`config.mk`:
```
export PLATFORM = sky130hd
export DESIGN_NAME = detector_event_word_decoder
export DESIGN_NICKNAME = d
export VERILOG_FILES = /design/src/sv/dewd_pkg.sv /design/src/sv/dewd_cfg.sv /design/src/sv/dewd_core.sv /design/src/sv/detector_event_word_decoder.sv
export SDC_FILE = /design/constraint.sdc
export NUM_CORES = 1
export LEC_CHECK = 0
export ABC_AREA = 0
export BUFFER_PORTS_ARGS = -buffer_cell sky130_fd_sc_hd__buf_2
export CAP_MARGIN = 40
export CORE_ASPECT_RATIO = 0.8
export CORE_MARGIN = 5
export CORE_UTILIZATION = 40
export CTS_BUF_LIST = sky130_fd_sc_hd__clkbuf_8
export CTS_CLUSTER_DIAMETER = 50
export DETAILED_ROUTE_END_ITERATION = 6
export GPL_ROUTABILITY_DRIVEN = 0
export PLACE_DENSITY_LB_ADDON = 0.25
export SKIP_LAST_GASP = 1
export SYNTH_ARGS = -nofsm -noshare
export SYNTH_HDL_FRONTEND = slang
export SYNTH_SLANG_ARGS = --single-unit
export TNS_END_PERCENT = 50
```
`constraint.sdc`:
```
create_clock -name clk_i -period 7.23 [get_ports clk_i]
set_clock_uncertainty 0.2 [all_clocks]
set_input_delay 0.723 -clock clk_i [delete_from_list [all_inputs] [get_ports clk_i]]
set_output_delay 0.723 -clock clk_i [all_outputs]
set_load 0.01 [all_outputs]
```
`src/sv/dewd_pkg.sv`:
```
// Shared types and constants for the detector event word decoder.
package dewd_pkg;

  // Width of the configuration write data (widest register)
  localparam int unsigned CfgDataWidth = 32;
  localparam int unsigned CfgIndexWidth = 3;

  // Result kinds
  typedef enum logic [1:0] {
    KIND_HEADER  = 2'd0,
    KIND_NEUTRON = 2'd1,
    KIND_TRIGGER = 2'd2,
    KIND_IGNORED = 2'd3
  } kind_e;

  // Configuration register indexes
  typedef enum logic [CfgIndexWidth-1:0] {
    REG_MON1_DATA_ID = 3'd0,
    REG_MON2_DATA_ID = 3'd1,
    REG_MON1_DEVICE  = 3'd2,
    REG_MON2_DEVICE  = 3'd3,
    REG_LIMIT_MON1   = 3'd4,
    REG_LIMIT_MON2   = 3'd5,
    REG_LIMIT_EVENTS = 3'd6
  } cfg_reg_e;

  // Input mode codes
  localparam logic MODE_HEADER = 1'b0;
  localparam logic MODE_EVENT  = 1'b1;

  // Reset values of the configuration registers
  localparam logic [3:0] Mon1DataIdReset = 4'd0;
  localparam logic [3:0] Mon2DataIdReset = 4'd1;

  typedef struct packed {
    logic        mode;
    logic [7:0]  device_id;
    logic [15:0] buffer_type;
    logic [47:0] header_time;
    logic [15:0] word_low;
    logic [15:0] word_mid;
    logic [15:0] word_high;
  } in_t;

  typedef struct packed {
    logic [1:0]  kind;
    logic [6:0]  channel;
    logic [9:0]  amplitude;
    logic [9:0]  position;
    logic [48:0] timestamp;
    logic [2:0]  trig_id;
    logic [3:0]  data_id;
    logic [20:0] trigger_data;
    logic        accepted;
    logic [31:0] mon1_total;
    logic [31:0] mon2_total;
    logic [31:0] event_total;
  } out_t;

  typedef struct packed {
    logic [3:0]  mon1_data_id;
    logic [3:0]  mon2_data_id;
    logic [7:0]  mon1_device;
    logic [7:0]  mon2_device;
    logic [31:0] limit_mon1;
    logic [31:0] limit_mon2;
    logic [31:0] limit_events;
  } cfg_t;

endpackage

```
`src/sv/dewd_cfg.sv`:
```
// Configuration register file of the detector event word decoder.
module dewd_cfg (
  input  logic                                   clk_i,
  input  logic                                   rst_ni,
  input  logic                                   cfg_we_i,
  input  logic [dewd_pkg::CfgIndexWidth-1:0]     cfg_index_i,
  input  logic [dewd_pkg::CfgDataWidth-1:0]      cfg_wdata_i,
  output dewd_pkg::cfg_t                         cfg_o
);

  dewd_pkg::cfg_t cfg_q, cfg_d;

  // Decode the write onto the addressed register, drop unknown indexes
  always_comb begin
    cfg_d = cfg_q;
    if (cfg_we_i) begin
      case (dewd_pkg::cfg_reg_e'(cfg_index_i))
        dewd_pkg::REG_MON1_DATA_ID: cfg_d.mon1_data_id = cfg_wdata_i[3:0];
        dewd_pkg::REG_MON2_DATA_ID: cfg_d.mon2_data_id = cfg_wdata_i[3:0];
        dewd_pkg::REG_MON1_DEVICE:  cfg_d.mon1_device  = cfg_wdata_i[7:0];
        dewd_pkg::REG_MON2_DEVICE:  cfg_d.mon2_device  = cfg_wdata_i[7:0];
        dewd_pkg::REG_LIMIT_MON1:   cfg_d.limit_mon1   = cfg_wdata_i[31:0];
        dewd_pkg::REG_LIMIT_MON2:   cfg_d.limit_mon2   = cfg_wdata_i[31:0];
        dewd_pkg::REG_LIMIT_EVENTS: cfg_d.limit_events = cfg_wdata_i[31:0];
        default: ;
      endcase
    end
  end

  always_ff @(posedge clk_i or negedge rst_ni) begin
    if (!rst_ni) begin
      cfg_q <= '{mon1_data_id: dewd_pkg::Mon1DataIdReset,
                 mon2_data_id: dewd_pkg::Mon2DataIdReset,
                 mon1_device:  '0,
                 mon2_device:  '0,
                 limit_mon1:   '0,
                 limit_mon2:   '0,
                 limit_events: '0};
    end else begin
      cfg_q <= cfg_d;
    end
  end

  assign cfg_o = cfg_q;

endmodule

```
`src/sv/dewd_core.sv`:
```
// Event decode and buffer/counter state of the detector event word decoder.
module dewd_core (
  input  logic            clk_i,
  input  logic            rst_ni,
  input  dewd_pkg::cfg_t  cfg_i,
  input  dewd_pkg::in_t   item_i,
  input  logic            fire_i,
  output dewd_pkg::out_t  result_o
);

  logic [47:0] base_time_q, base_time_d;
  logic [7:0]  device_q, device_d;
  logic        open_q, open_d;
  logic [31:0] mon1_q, mon1_d;
  logic [31:0] mon2_q, mon2_d;
  logic [31:0] events_q, events_d;

  logic [15:0] w0, w1, w2;
  logic [18:0] offset;
  logic [3:0]  did;
  logic        mon1_hit, mon2_hit, ev_room;

  assign w0 = item_i.word_low;
  assign w1 = item_i.word_mid;
  assign w2 = item_i.word_high;
  assign offset = {w1[2:0], w0};
  assign did = w2[11:8];

  // Count qualifiers: a limit of zero never stops a counter
  assign mon1_hit = (did == cfg_i.mon1_data_id) && (device_q == cfg_i.mon1_device) &&
                    ((cfg_i.limit_mon1 == '0) || (mon1_q < cfg_i.limit_mon1));
  assign mon2_hit = (did == cfg_i.mon2_data_id) && (device_q == cfg_i.mon2_device) &&
                    ((cfg_i.limit_mon2 == '0) || (mon2_q < cfg_i.limit_mon2));
  assign ev_room  = (cfg_i.limit_events == '0) || (events_q < cfg_i.limit_events);

  // Decode one request and work out the next state
  always_comb begin
    base_time_d = base_time_q;
    device_d    = device_q;
    open_d      = open_q;
    mon1_d      = mon1_q;
    mon2_d      = mon2_q;
    events_d    = events_q;
    result_o    = '0;

    if (item_i.mode == dewd_pkg::MODE_HEADER) begin
      base_time_d        = item_i.header_time;
      device_d           = item_i.device_id;
      open_d             = (item_i.buffer_type[15:1] == '0);
      result_o.kind      = dewd_pkg::KIND_HEADER;
      result_o.timestamp = {1'b0, item_i.header_time};
    end else if (!open_q) begin
      result_o.kind = dewd_pkg::KIND_IGNORED;
    end else begin
      result_o.timestamp = {1'b0, base_time_q} + {30'd0, offset};
      if (w2[15]) begin
        result_o.kind         = dewd_pkg::KIND_TRIGGER;
        result_o.trig_id      = w2[14:12];
        result_o.data_id      = did;
        result_o.trigger_data = {w2[7:0], w1[15:3]};
        if (mon1_hit) mon1_d = mon1_q + 32'd1;
        if (mon2_hit) mon2_d = mon2_q + 32'd1;
      end else begin
        result_o.kind      = dewd_pkg::KIND_NEUTRON;
        result_o.channel   = {w2[14:12], w2[10:7]};
        result_o.amplitude = {w2[6:0], w1[15:13]};
        result_o.position  = w1[12:3];
        if (ev_room) begin
          result_o.accepted = 1'b1;
          events_d          = events_q + 32'd1;
        end
      end
    end

    result_o.mon1_total  = mon1_d;
    result_o.mon2_total  = mon2_d;
    result_o.event_total = events_d;
  end

  // Advance the state only when the request moves on to the result register
  always_ff @(posedge clk_i or negedge rst_ni) begin
    if (!rst_ni) begin
      base_time_q <= '0;
      device_q    <= '0;
      open_q      <= 1'b0;
      mon1_q      <= '0;
      mon2_q      <= '0;
      events_q    <= '0;
    end else if (fire_i) begin
      base_time_q <= base_time_d;
      device_q    <= device_d;
      open_q      <= open_d;
      mon1_q      <= mon1_d;
      mon2_q      <= mon2_d;
      events_q    <= events_d;
    end
  end

endmodule

```
`src/sv/detector_event_word_decoder.sv`:
```
// Detector event word decoder: input register, decode core and result register.
//
// Usage: requests arrive on in_valid_i / in_data_i and are taken at a rising
// edge with in_valid_i high and in_stall_o low. A header request latches base
// time, device and buffer type; an event request is decoded into a neutron,
// trigger or ignored result carrying the running monitor and event totals.
// Results leave on out_valid_o / out_data_o and are taken when out_stall_i is
// low. Configuration is written through cfg_we_i, cfg_index_i, cfg_wdata_i
// while the block is idle; unknown indexes are dropped.
// Throughput: one request per cycle while out_stall_i is low, set by the single
// decode stage between the input register and the result register.
// Reset clears both stages, the counters and the buffer state; the buffer
// starts closed so events before a header give ignored results.
// A stalled result holds steady; the input register keeps taking a request
// while the result waits, and in_stall_o rises only when both are full.
module detector_event_word_decoder (
  input  logic                                clk_i,
  input  logic                                rst_ni,
  input  logic                                in_valid_i,
  output logic                                in_stall_o,
  input  dewd_pkg::in_t                       in_data_i,
  output logic                                out_valid_o,
  input  logic                                out_stall_i,
  output dewd_pkg::out_t                      out_data_o,
  input  logic                                cfg_we_i,
  input  logic [dewd_pkg::CfgIndexWidth-1:0]  cfg_index_i,
  input  logic [dewd_pkg::CfgDataWidth-1:0]   cfg_wdata_i
);

  dewd_pkg::cfg_t cfg;
  dewd_pkg::in_t  item_q;
  dewd_pkg::out_t result, result_q;
  logic           item_valid_q;
  logic           out_valid_q;
  logic           out_free;
  logic           fire;
  logic           in_take;

  dewd_cfg u_cfg (
    .clk_i       (clk_i),
    .rst_ni      (rst_ni),
    .cfg_we_i    (cfg_we_i),
    .cfg_index_i (cfg_index_i),
    .cfg_wdata_i (cfg_wdata_i),
    .cfg_o       (cfg)
  );

  // Handshake: the result register frees when empty or being taken
  assign out_free   = !out_valid_q || !out_stall_i;
  assign fire       = item_valid_q && out_free;
  assign in_stall_o = item_valid_q && !out_free;
  assign in_take    = in_valid_i && !in_stall_o;

  dewd_core u_core (
    .clk_i    (clk_i),
    .rst_ni   (rst_ni),
    .cfg_i    (cfg),
    .item_i   (item_q),
    .fire_i   (fire),
    .result_o (result)
  );

  // Input register
  always_ff @(posedge clk_i or negedge rst_ni) begin
    if (!rst_ni) begin
      item_valid_q <= 1'b0;
    end else if (!in_stall_o) begin
      item_valid_q <= in_valid_i;
    end
  end

  always_ff @(posedge clk_i) begin
    if (in_take) begin
      item_q <= in_data_i;
    end
  end

  // Result register
  always_ff @(posedge clk_i or negedge rst_ni) begin
    if (!rst_ni) begin
      out_valid_q <= 1'b0;
    end else if (out_free) begin
      out_valid_q <= item_valid_q;
    end
  end

  always_ff @(posedge clk_i) begin
    if (fire) begin
      result_q <= result;
    end
  end

  assign out_valid_o = out_valid_q;
  assign out_data_o  = result_q;

  // Input stalls only while both stages hold a request
  assert property (@(posedge clk_i) disable iff (!rst_ni)
    in_stall_o |-> (item_valid_q && out_valid_q && out_stall_i))
    else $error("input stalled without a full pipeline");

  // A request that fires reaches the result register
  assert property (@(posedge clk_i) disable iff (!rst_ni)
    fire |=> out_valid_q)
    else $error("fired request lost");

  // Only neutron results may carry the accepted flag
  assert property (@(posedge clk_i) disable iff (!rst_ni)
    (out_valid_q && (result_q.kind != dewd_pkg::KIND_NEUTRON)) |-> !result_q.accepted)
    else $error("accepted flag on a non-neutron result");

  // Non-neutron results leave the event total as it was
  assert property (@(posedge clk_i) disable iff (!rst_ni)
    (fire && (result.kind != dewd_pkg::KIND_NEUTRON)) |=>
      (result_q.event_total == $past(result_q.event_total) || !$past(out_valid_q)))
    else $error("event total changed by a non-neutron result");

endmodule
```
Word-level counts from Yosys, hierarchy flattened
Cells that the tools add are included.
{"block": "word_totals", "register_bits": 599, "in_bits": 161, "out_inout_bits": 205, "elab_cells": 104}
{"block": "op_classes", "add_sub_neg": 4, "magnitude_cmp": 3, "n_eq_ne": 10, "mux": 19, "bitwise": 2, "n_reduce_logical": 31}
{"op": "32-bit 2-to-1 mux", "count": 12}
{"op": "32-bit by 1-bit adder with 32-bit output, second input constant", "count": 3}
{"op": "32-bit zero test", "count": 3}
{"op": "32-bit < comparator", "count": 3}
{"op": "77-bit 2-to-1 mux", "count": 1}
{"op": "48-bit by 19-bit adder with 49-bit output", "count": 1}
{"op": "48-bit 2-to-1 mux", "count": 1}
{"op": "28-bit 2-to-1 mux", "count": 1}
{"op": "2-bit AND reduction", "count": 9}
{"op": "8-bit equality test", "count": 2}
{"op": "15-bit zero test", "count": 1}
{"op": "3-bit equality test, second input constant", "count": 3}
{"op": "4-bit equality test", "count": 2}
{"op": "1-bit logical AND", "count": 7}
{"op": "3-bit by 2-bit equality test with 1-bit output, second input constant", "count": 2}
{"op": "1-bit zero test", "count": 4}
{"op": "1-bit logical OR", "count": 4}
{"op": "2-bit 2-to-1 mux", "count": 2}
{"op": "3-bit by 1-bit equality test with 1-bit output, second input constant", "count": 1}
{"op": "3-bit zero test", "count": 1}
{"op": "3-bit AND reduction", "count": 1}
{"op": "3-bit OR reduction", "count": 1}
{"op": "1-bit 2-to-1 mux", "count": 2}
{"op": "1-bit inverter", "count": 2}

Logic depth before layout (Yosys ltp)
Gate-level depths: netlist of run 1.
{"block": "depth", "word_depth": 7, "ltp_mapped": 11, "mapped_depth_nobuf": 10}

Modules after synthesis
Synthesis of run 1 repeated with hierarchy kept, for this count alone.
{"block": "hier_totals", "cells_unflattened": 2168, "hier_area_um2": 28041.9}
{"mod": "dewd_core", "instances": 1, "cells_per_inst": 1575, "area_each_um2": 13693.1, "seq_area_each_um2": 3828.7}
{"mod": "detector_event_word_decoder", "instances": 1, "cells_per_inst": 332, "area_each_um2": 9821.9, "seq_area_each_um2": 9779.4}
{"mod": "dewd_cfg", "instances": 1, "cells_per_inst": 261, "area_each_um2": 4526.8, "seq_area_each_um2": 3004.1}

Worst setup path after synthesis of run 1
No wires, ideal clock.
{"block": "synth_timing", "kind": "input to register", "from": "in out_stall_i", "to": "reg u_core.events_q[29]", "setup_time_ns": 0.079, "arrival_time_ns": 7.756, "required_ns": 6.951, "slack_ns": -0.805, "cell_stages": 8, "n_path_buf": 2, "path_cell_list": "nand2_1 -> nand2_1 -> inv_1 -> clkbuf_1 -> clkbuf_1 -> nand3_1 -> a211oi_1 -> xor2_1"}
{"block": "synth_between", "elab_chain_cells": 3}
{"element": "from (decl)", "line": "detector_event_word_decoder.sv:23", "rtl": "input logic out_stall_i,"}
{"element": "1-bit zero test", "line": "detector_event_word_decoder.sv:49", "rtl": "assign out_free = !out_valid_q || !out_stall_i;"}
{"element": "1-bit logical OR", "line": "detector_event_word_decoder.sv:49"}
{"element": "1-bit logical AND", "line": "detector_event_word_decoder.sv:50", "rtl": "assign fire = item_valid_q && out_free;"}
{"element": "via fire", "line": "detector_event_word_decoder.sv:36", "rtl": "logic fire;"}
{"element": "to (signal assigned)", "line": "dewd_core.sv:95", "rtl": "events_q <= events_d;"}
{"element": "to (decl)", "line": "dewd_core.sv:16", "rtl": "logic [31:0] events_q, events_d;"}
The timed path passes the listed nets, and every way through them passes these cells.
A chain may end at the register's enable or synchronous reset.

==> summary.md, run 1 <==
| Metric | Value |
|---|---|
| EDFF count, synth | 323 |
| Pwr dens | 247.3 nW/µm² |
| Total wire length | 79360 µm |
| Main combinational cell family by area after synthesis | simple AND/OR/NAND/NOR gates |
| Die Wd | 309.2 µm |
| Synth top cells by count | edfxtp_1, dfrtp_1, xor2_1 |
| Post-layout min period | 3.917 ns |
| Worst-path clk slew | 0.06 ns |
| CP required | 7.47 ns |
| Worst Hold Slack | 0.04427 ns |
| Top FF cell, synth | edfxtp_1 |
| Slew headroom | 39.91% |
| Quantity of gates resized following cts | 0 |
| Routed len/inst | 20.64 µm |
| Worst VDD drop | 0.0001448 V |
| Status | finished, final reports clean |
| Antenna viol nets, final | 0 |
| Layout cell share with drive strength beyond 1 | 26.02% |
| Via density | 5.328 |
| Setup tns final | 0 ns |
| CP startpoint | item_q[120] |
| Startpoint Class | register |
| Synthesized area | 28640 µm² |
| Congestion Overflow GR | 0 |
| Fin. max-slew vios | 0 |
| Die area | 77080 µm² |
| Worst-margin pin slew | 0.9013 ns |
| Setup repair after global routing missed its margin | no |
| GRT Total Usage | 20.17% |
| DRC viols | 0 |
| Xor/xnor share of the synthesized area | 6.881% |
| Starting Density | 40.48% |
| Seq/Total Area, Yosys | 57.90% |
| Max cap viols | 0 |
| Via count | 20490 |
| Largest net degree at the start of global routing | 156 |
| RR Startpoint | item_q[120] |
| Total core area | 70760 µm² |
| Post-synth ARST share | 45.99% |
| Syn Area/Cell | 12.47 µm² |
| Final period utilization | 54.18% |
| Kind of critical path | register to register |
| Yosys top cell area share | 33.87% |
| Root Buffer | clkbuf_8 |
| First-pass GRT wire length | 122700 µm |
| Die Y | 249.3 µm |
| CP endpoint kind | register |
| Compound-Gate Fraction of Synth Area | 8.069% |
| Detailed Routing Iterations Pass 1 | 6 |
| Num rows | 87 |
| Dpl hpwl | 55190 µm |
| P_leak | 15.59 nW |
| CTS tree | built |
| Yosys cell types | 90 |
| Placed Area | 31660 µm² |
| CP arrival | 4.16 ns |
| Most frequent cell after synthesis | edfxtp_1 |
| Clock Tree Buf Depth | 3 |
| Htree depth | 3 |
| Post-Synth Adder-Cell Area | 5.094% |
| Non-filler cells, final | 3845 |
| Final setup fails | 0 |
| Yosys reg bits | 598 |
| Top cells by area, synth | edfxtp_1, dfrtp_1, mux2_2 |
| Inserted Clock Buffers | 100 |
| Worst hold path type | input port to register |
| Syn Inst Count | 2297 |
| Area Growth Syn to Fin | 22.32% |
| Yosys top cell by area | edfxtp_1 |
| Fillcell total | 6311 |
| Number of global-route vias before repair | 21230 |
| Total number of yosys warnings | 0 |
| Fmax | 255.3 MHz |
| Ports | 366 |
| Number of DRC markers in iteration 0 | 1350 |
| Final Hold Viols | 0 |
| Worst Hold Launch | in_data_i[118] |
| Finished Cell Area | 35030 µm² |
| Number of antenna violations at the first check in global routing | 21 |
| Mapped Nets | 2574 |
| Fin nets | 3092 |
| CTS Sinks | 598 |
| Mux contribution to synthesized area | 6.060% |
| Latest clock arrival within the worst-skew pair | 0.71 ns |
| Port bufs | 364 |
| Placed cells | 3527 |
| Post-Synth Simple-Gate Area | 12.91% |
| Post-CTS Setup Inserts | 0 |
| Crit-path max FO | 38 |
[report_power, final]
group          switching [W]  internal (W)
Clock                0.00142       0.00178
Sequential          0.000247       0.00397
Combinational       0.000699      0.000546
[cell type report]
class / instances / area [µm²] / share of cell area (%)
Clock inverter: 71 / 570.5 / 1.629
Tap cell: 934 / 1169 / 3.336
Multi-Input combinational cell: 1474 / 11270 / 32.16
Sequential cell: 598 / 16580 / 47.34
Timing Repair Buffer: 518 / 3373 / 9.629
Clock buffer: 114 / 1569 / 4.479
Inverter: 123 / 469.2 / 1.339
Antenna cell: 13 / 32.53 / 0.09286
[state kept, by name, indices dropped and copies added, names as in the netlist, 8 cells and up]
register / count
u_core.device_q: 8
u_core.mon2_q: 32
u_core.mon1_q: 32
u_core.base_time_q: 48
u_core.events_q: 32
item_q: 120
out_data_o: 203
u_cfg.cfg_o: 120
[cell usage in the layout (no fill, tap or decap), types with 8 or more instances in the layout]
cell and count:
a2111oi_2 23, a211oi_1 48, a21o_1 20, a21oi_1 46
a22o_1 13, and2_1 61, and3_1 49, and4_1 14
buf_2 365, buf_4 26, bufinv_16 9, clkbuf_8 114
clkinv_1 13, clkinv_2 16, dfrtp_1 274, diode_2 13
dlygate4sd3_1 120, edfxtp_1 323, ha_1 115, inv_1 146
mux2_2 147, mux2i_1 8, nand2_1 148, nand2b_1 9
nand3_1 95, nand4_1 50, nor2_1 51, nor3_1 61
nor4_1 63, nor4b_1 9, o21ai_0 55, or3_1 9
or4_1 14, xnor2_1 58, xor2_1 167
[path summary, 6_finish.rpt]
kind                                               end  slack, ns  depth (start not counted)
worst max-delay path                    out_data_o[65]       3.31                         10
worst min-delay path                       item_q[118]       0.04                          1
worst max register to register          out_data_o[65]       3.31                         10
worst min register to register      u_core.device_q[1]       0.27                          1
max in group asynchronous          u_core.events_q[30]       5.16                          3
min in group asynchronous       u_core.base_time_q[17]       0.36                          2
[logic make-up (layout without fill, tap and decap cells)]
logic type | Yosys count | count (layout)
other | 0 | 13
buffers and inverters | 225 | 826
flip-flops | 598 | 598
multiplexers | 155 | 155
AND/OR/NAND/NOR | 677 | 677
XOR/XNOR | 225 | 225
adder cells (fa/ha/maj) | 116 | 116
AO/OA/AOI/OAI | 301 | 301
[through the flow]
| stage | worst slack, ns | total power, W | utilization, % |
|---|---|---|---|
| 2_1_floorplan | 2.392 | 0.004990 | - |
| 3_3_place_gp | 3.205 | 0.005402 | 44.58 |
| 3_5_place_dp | 3.282 | 0.005466 | 44.74 |
| 4_1_cts | 3.268 | 0.008754 | 49.46 |
| 5_1_grt | 3.114 | 0.009085 | 49.49 |
| 6_report | 3.313 | 0.008661 | 49.51 |
[worst max-delay path, stage by stage, from the launching register on]
cell,delay (ns)
edfxtp_1,0.33
buf_4,0.35
and3_1,0.21
buf_4,0.33
nand4_1,0.16
nor4_1,0.64
o41ai_1,0.19
a41o_2,0.45
buf_12,0.26
nor2_1,0.17
mux2_2,0.36
[layer usage]
layer / part of all wire, % / track usage (%)
met3: 7.2 / 5.542
met1: 44 / 27.45
met4: 3.3 / 7.080
met5: 0.060 / 0
met2: 46 / 31.23
[repair_timing]
item                       4_1_cts  5_1_grt
hold buffers                   120        0
hold endpoints to repair       172        0
setup endpoints to repair        0        0
(Power assumes the default switching activity.)
==> run 2: changes to the inputs <==
- ABC_AREA: 0 -> 1
- clock period: 7.23 -> 4.08 ns (I/O delays scaled with it)
==> run 2 against run 1 <==
First-iteration DRC count rose by 46%; synthesized cell count is 40% higher; critical path depth up 5; sequential share of layout area is 0.78 points lower; maximum frequency increased by 18%; register-to-register slack got worse by 2.6 ns; non-clock buffer count increased by 27; via count grew 16%; setup slack worse by 2.6 ns; utilization is essentially flat; clock power up 74%; wire length grew 6.4%.
==> summary.md, run 2 <==
| Metric | Value |
|---|---|
| Port bufs | 364 (unchanged) |
| Clock Tree Buf Depth | 3 (unchanged) |
| DRC viols | 0 (unchanged) |
| Crit-path max FO | 5 (-87%) |
| Area Growth Syn to Fin | 23.12% |
| Worst hold path type | input port to register |
| CTS Sinks | 598 (unchanged) |
| Most used cell along the critical path | nand2_1 |
| Latest clock arrival within the worst-skew pair | 0.72 ns (about the same) |
| Routed len/inst | 17.54 µm (-15%) |
| Slowest-stage cell, CP | o211ai_1 |
| Hold Path Depth | 3 (+2) |
| CTS tree | built |
| Comb pwr share | 22.7% (+8.3 points) |
| RR Startpoint | u_core.base_time_q[0] |
| Fin. max-slew vios | 0 (unchanged) |
| Final Util | 49.54% (about the same) |
| CP cell instances | ha_1 -> inv_1 -> fa_1 -> inv_1 -> nand2_1 -> o21ai_1 -> buf_4 -> a21boi_0 -> o211ai_1 -> nand2_1 -> inv_1 -> nand2_1 -> nand2_1 -> nand2_1 -> o21ai_1 |
| Layout cell share with drive strength beyond 1 | 14.98% (-11 points) |
| Syn Area/Cell | 9.013 µm² (-28%) |
| Yosys top cell area share | 33.53% (-0.34 points) |
| Total core area | 71900 µm² (+1.6%) |
| Worst Hold Launch | cfg_wdata_i[3] |
| Max reg flops | 203 (unchanged) |
| Worst-path clk slew | 0.07 ns (about the same) |
| Htree depth | 3 (unchanged) |
| EDFF count, synth | 323 (unchanged) |
| CP arrival | 3.69 ns (-0.47 ns) |
| Place WS | 0.8716 ns (-2.411 ns) |
| Fin nets | 4053 (+31%) |
| Post-layout min period | 3.329 ns (-0.5881 ns) |
| Clk network pwr share | 31.3% (-5.6 points) |
| Most frequent cell after synthesis | nand2_1 |
| Fmax | 300.4 MHz (+18%) |
| CP max stage delay | 0.59 ns (-0.05 ns) |
| Synthesized area | 28930 µm² (+1.0%) |
| Yosys reg bits | 598 (unchanged) |
| Register Area | 16580 µm² (unchanged) |
| Min-Delay Endpoint | u_cfg.cfg_o[67] |
| Commonest non-fill, non-tap cell in the layout | nand2_1 |
| Num rows | 88 (+1.1%) |
| Syn Inst Count | 3210 (+40%) |
| Slew headroom | 42.52% (+2.6 points) |
| Non-filler cells, final | 4813 (+25%) |
| Worst VDD drop | 0.0003372 V (+130%) |
| Status | finished, final reports clean |
| P_leak | 16.80 nW (+7.7%) |
| Multi-input gate area | 10260 µm² (-8.9%) |
| Total number of yosys warnings | 0 (unchanged) |
| Cell Int Power | 0.01178 W (+87%) |
| Root Buffer | clkbuf_8 |
| Via count | 23720 (+16%) |
| Ports | 366 (unchanged) |
| GRT Total Usage | 21.36% (+1.2 points) |
| Final setup fails | 0 (unchanged) |
| Antenna viol nets, final | 0 (unchanged) |
| Seq/Total Area, Yosys | 57.32% (-0.58 points) |
| Top FF cell, synth | edfxtp_1 |
| Via density | 4.929 (-7.5%) |
| Inserted Clock Buffers | 102 (+2.0%) |
| Number of global-route vias before repair | 22600 (+6.5%) |
| Die Wd | 310.7 µm (+0.49%) |
| Fillcell total | 6792 (+7.6%) |
| CP endpoint kind | register |
| Mapped Nets | 3487 (+35%) |
| Pwr dens | 499.2 nW/µm² (+100%) |
| Switch Pwr | 0.005998 W (+150%) |
| Total wire length | 84440 µm (+6.4%) |
| R2R Setup Slk | 0.75 ns (-2.56 ns) |
| First-pass GRT wire length | 131300 µm (+7.0%) |
| Die area | 77840 µm² (+0.98%) |
| Final Hold Viols | 0 (unchanged) |
| Largest net degree at the start of global routing | 123 (-21%) |
| Number of DRC markers in iteration 0 | 1971 (+46%) |
| Yosys top cell by area | edfxtp_1 |
| Post-synth ARST share | 45.99% (unchanged) |
| Setup tns final | 0 ns (unchanged) |
| Power Total | 0.01778 W (+110%) |
| Setup repair after global routing missed its margin | no |
| Yosys cell types | 48 (-47%) |
| Starting Density | 40.24% (-0.24 points) |
| Final period utilization | 81.60% (+27 points) |
| Die Y | 250.5 µm (+0.49%) |
| Congestion Overflow GR | 0 (unchanged) |
| Worst setup slack after layout | 0.7509 ns (-2.562 ns) |
| Worst r2r path cells | 15 (+5) |
| Number of antenna violations at the first check in global routing | 5 (-76%) |
| FF-to-FF End | out_data_o[171] |
| Quantity of gates resized following cts | 0 (unchanged) |
| Placed cells | 4464 (+27%) |
| Top cells by area, synth | edfxtp_1, dfrtp_1, nand2_1 |
| Switching share of total power | 33.73% (+6.4 points) |
| Dpl hpwl | 58930 µm (+6.8%) |
| Sequential Power Share | 46.0% (-2.7 points) |
| Max cap viols | 0 (unchanged) |
| Startpoint Class | register |
| Most frequent cells in the layout | nand2_1, inv_1, buf_2 |
| Worst-margin pin slew | 0.8623 ns (-0.03907 ns) |
| Kind of critical path | register to register |
| Synth top cells by count | nand2_1, inv_1, edfxtp_1 |
| CP required | 4.45 ns (-3.02 ns) |
| Detailed Routing Iterations Pass 1 | 5 (-1) |
run 2: stage by stage:
stage	hold WS [ns]	area, µm²
floorplan	-0.08759	28930
global placement	0.2297	31890
detailed placement	0.2322	31970
CTS	0.01884	35610
global route	0.03073	35610
finish	0.07582	35620
run 2: layout make-up:
type,instances,area share (%)
Antenna cell,4,0.02810
Inverter,474,5.013
Clock inverter,73,1.331
Tap cell,945,3.320
Multi-Input combinational cell,2055,28.81
Timing Repair Buffer,545,10.35
Sequential cell,598,46.55
Clock buffer,119,4.598
run 2: worst max-delay path by stage:
stage,cells after the start,to,slack [ns],from
2_1_floorplan,4,out_data_o[0],0.13,out_valid_o
3_3_place_gp,14,out_data_o[171],0.89,u_core.base_time_q[0]
3_5_place_dp,14,out_data_o[171],0.87,u_core.base_time_q[0]
4_1_cts,15,out_data_o[171],0.84,u_core.base_time_q[0]
5_1_grt,14,out_data_o[171],0.63,u_core.base_time_q[0]
6_report,15,out_data_o[171],0.75,u_core.base_time_q[0]
run 2: cells by family after synthesis:
group	share of synthesized area (%)
simple gates	21.67
flops	57.32
buf+inv	7.292
compound gates	7.646
fa+ha+maj	5.043
xor+xnor	1.029
run 2: what timing repair did:
| action | 4_1_cts | 5_1_grt |
|---|---|---|
| hold buffers | 153 | 0 |
| endpoints found under the hold margin | 309 | 0 |
| buffers inserted | 0 | 0 |
run 2: metal layers:
metal / vias up / part of all wire, % / track usage (%)
li1: 11690 / - / -
met3: 136 / 7.3 / 4.914
met2: 770 / 43 / 31.30
met5: - / 0.015 / 0
met1: 11130 / 48 / 31.91
met4: 2 / 2.5 / 5.910
run 2: power by group through the flow:
stage	clock network, W	logic (W)	registers [W]
2_1_floorplan	0	0.00256	0.00821
3_3_place_gp	0	0.00383	0.00826
3_5_place_dp	0	0.00391	0.00828
4_1_cts	0.00570	0.00405	0.00817
5_1_grt	0.00601	0.00465	0.00829
6_report	0.00556	0.00404	0.00818
run 2: critical path: cells and delay by family, from the launching register on:
| kind | cells | cell delay [ns] |
|---|---|---|
| DFF | 1 | 0.35 |
| adders and majority gates | 2 | 0.52 |
| buffers and inverters | 4 | 0.48 |
| and+or+nand+nor | 5 | 0.60 |
| AOI/OAI and AO/OA | 4 | 1.01 |
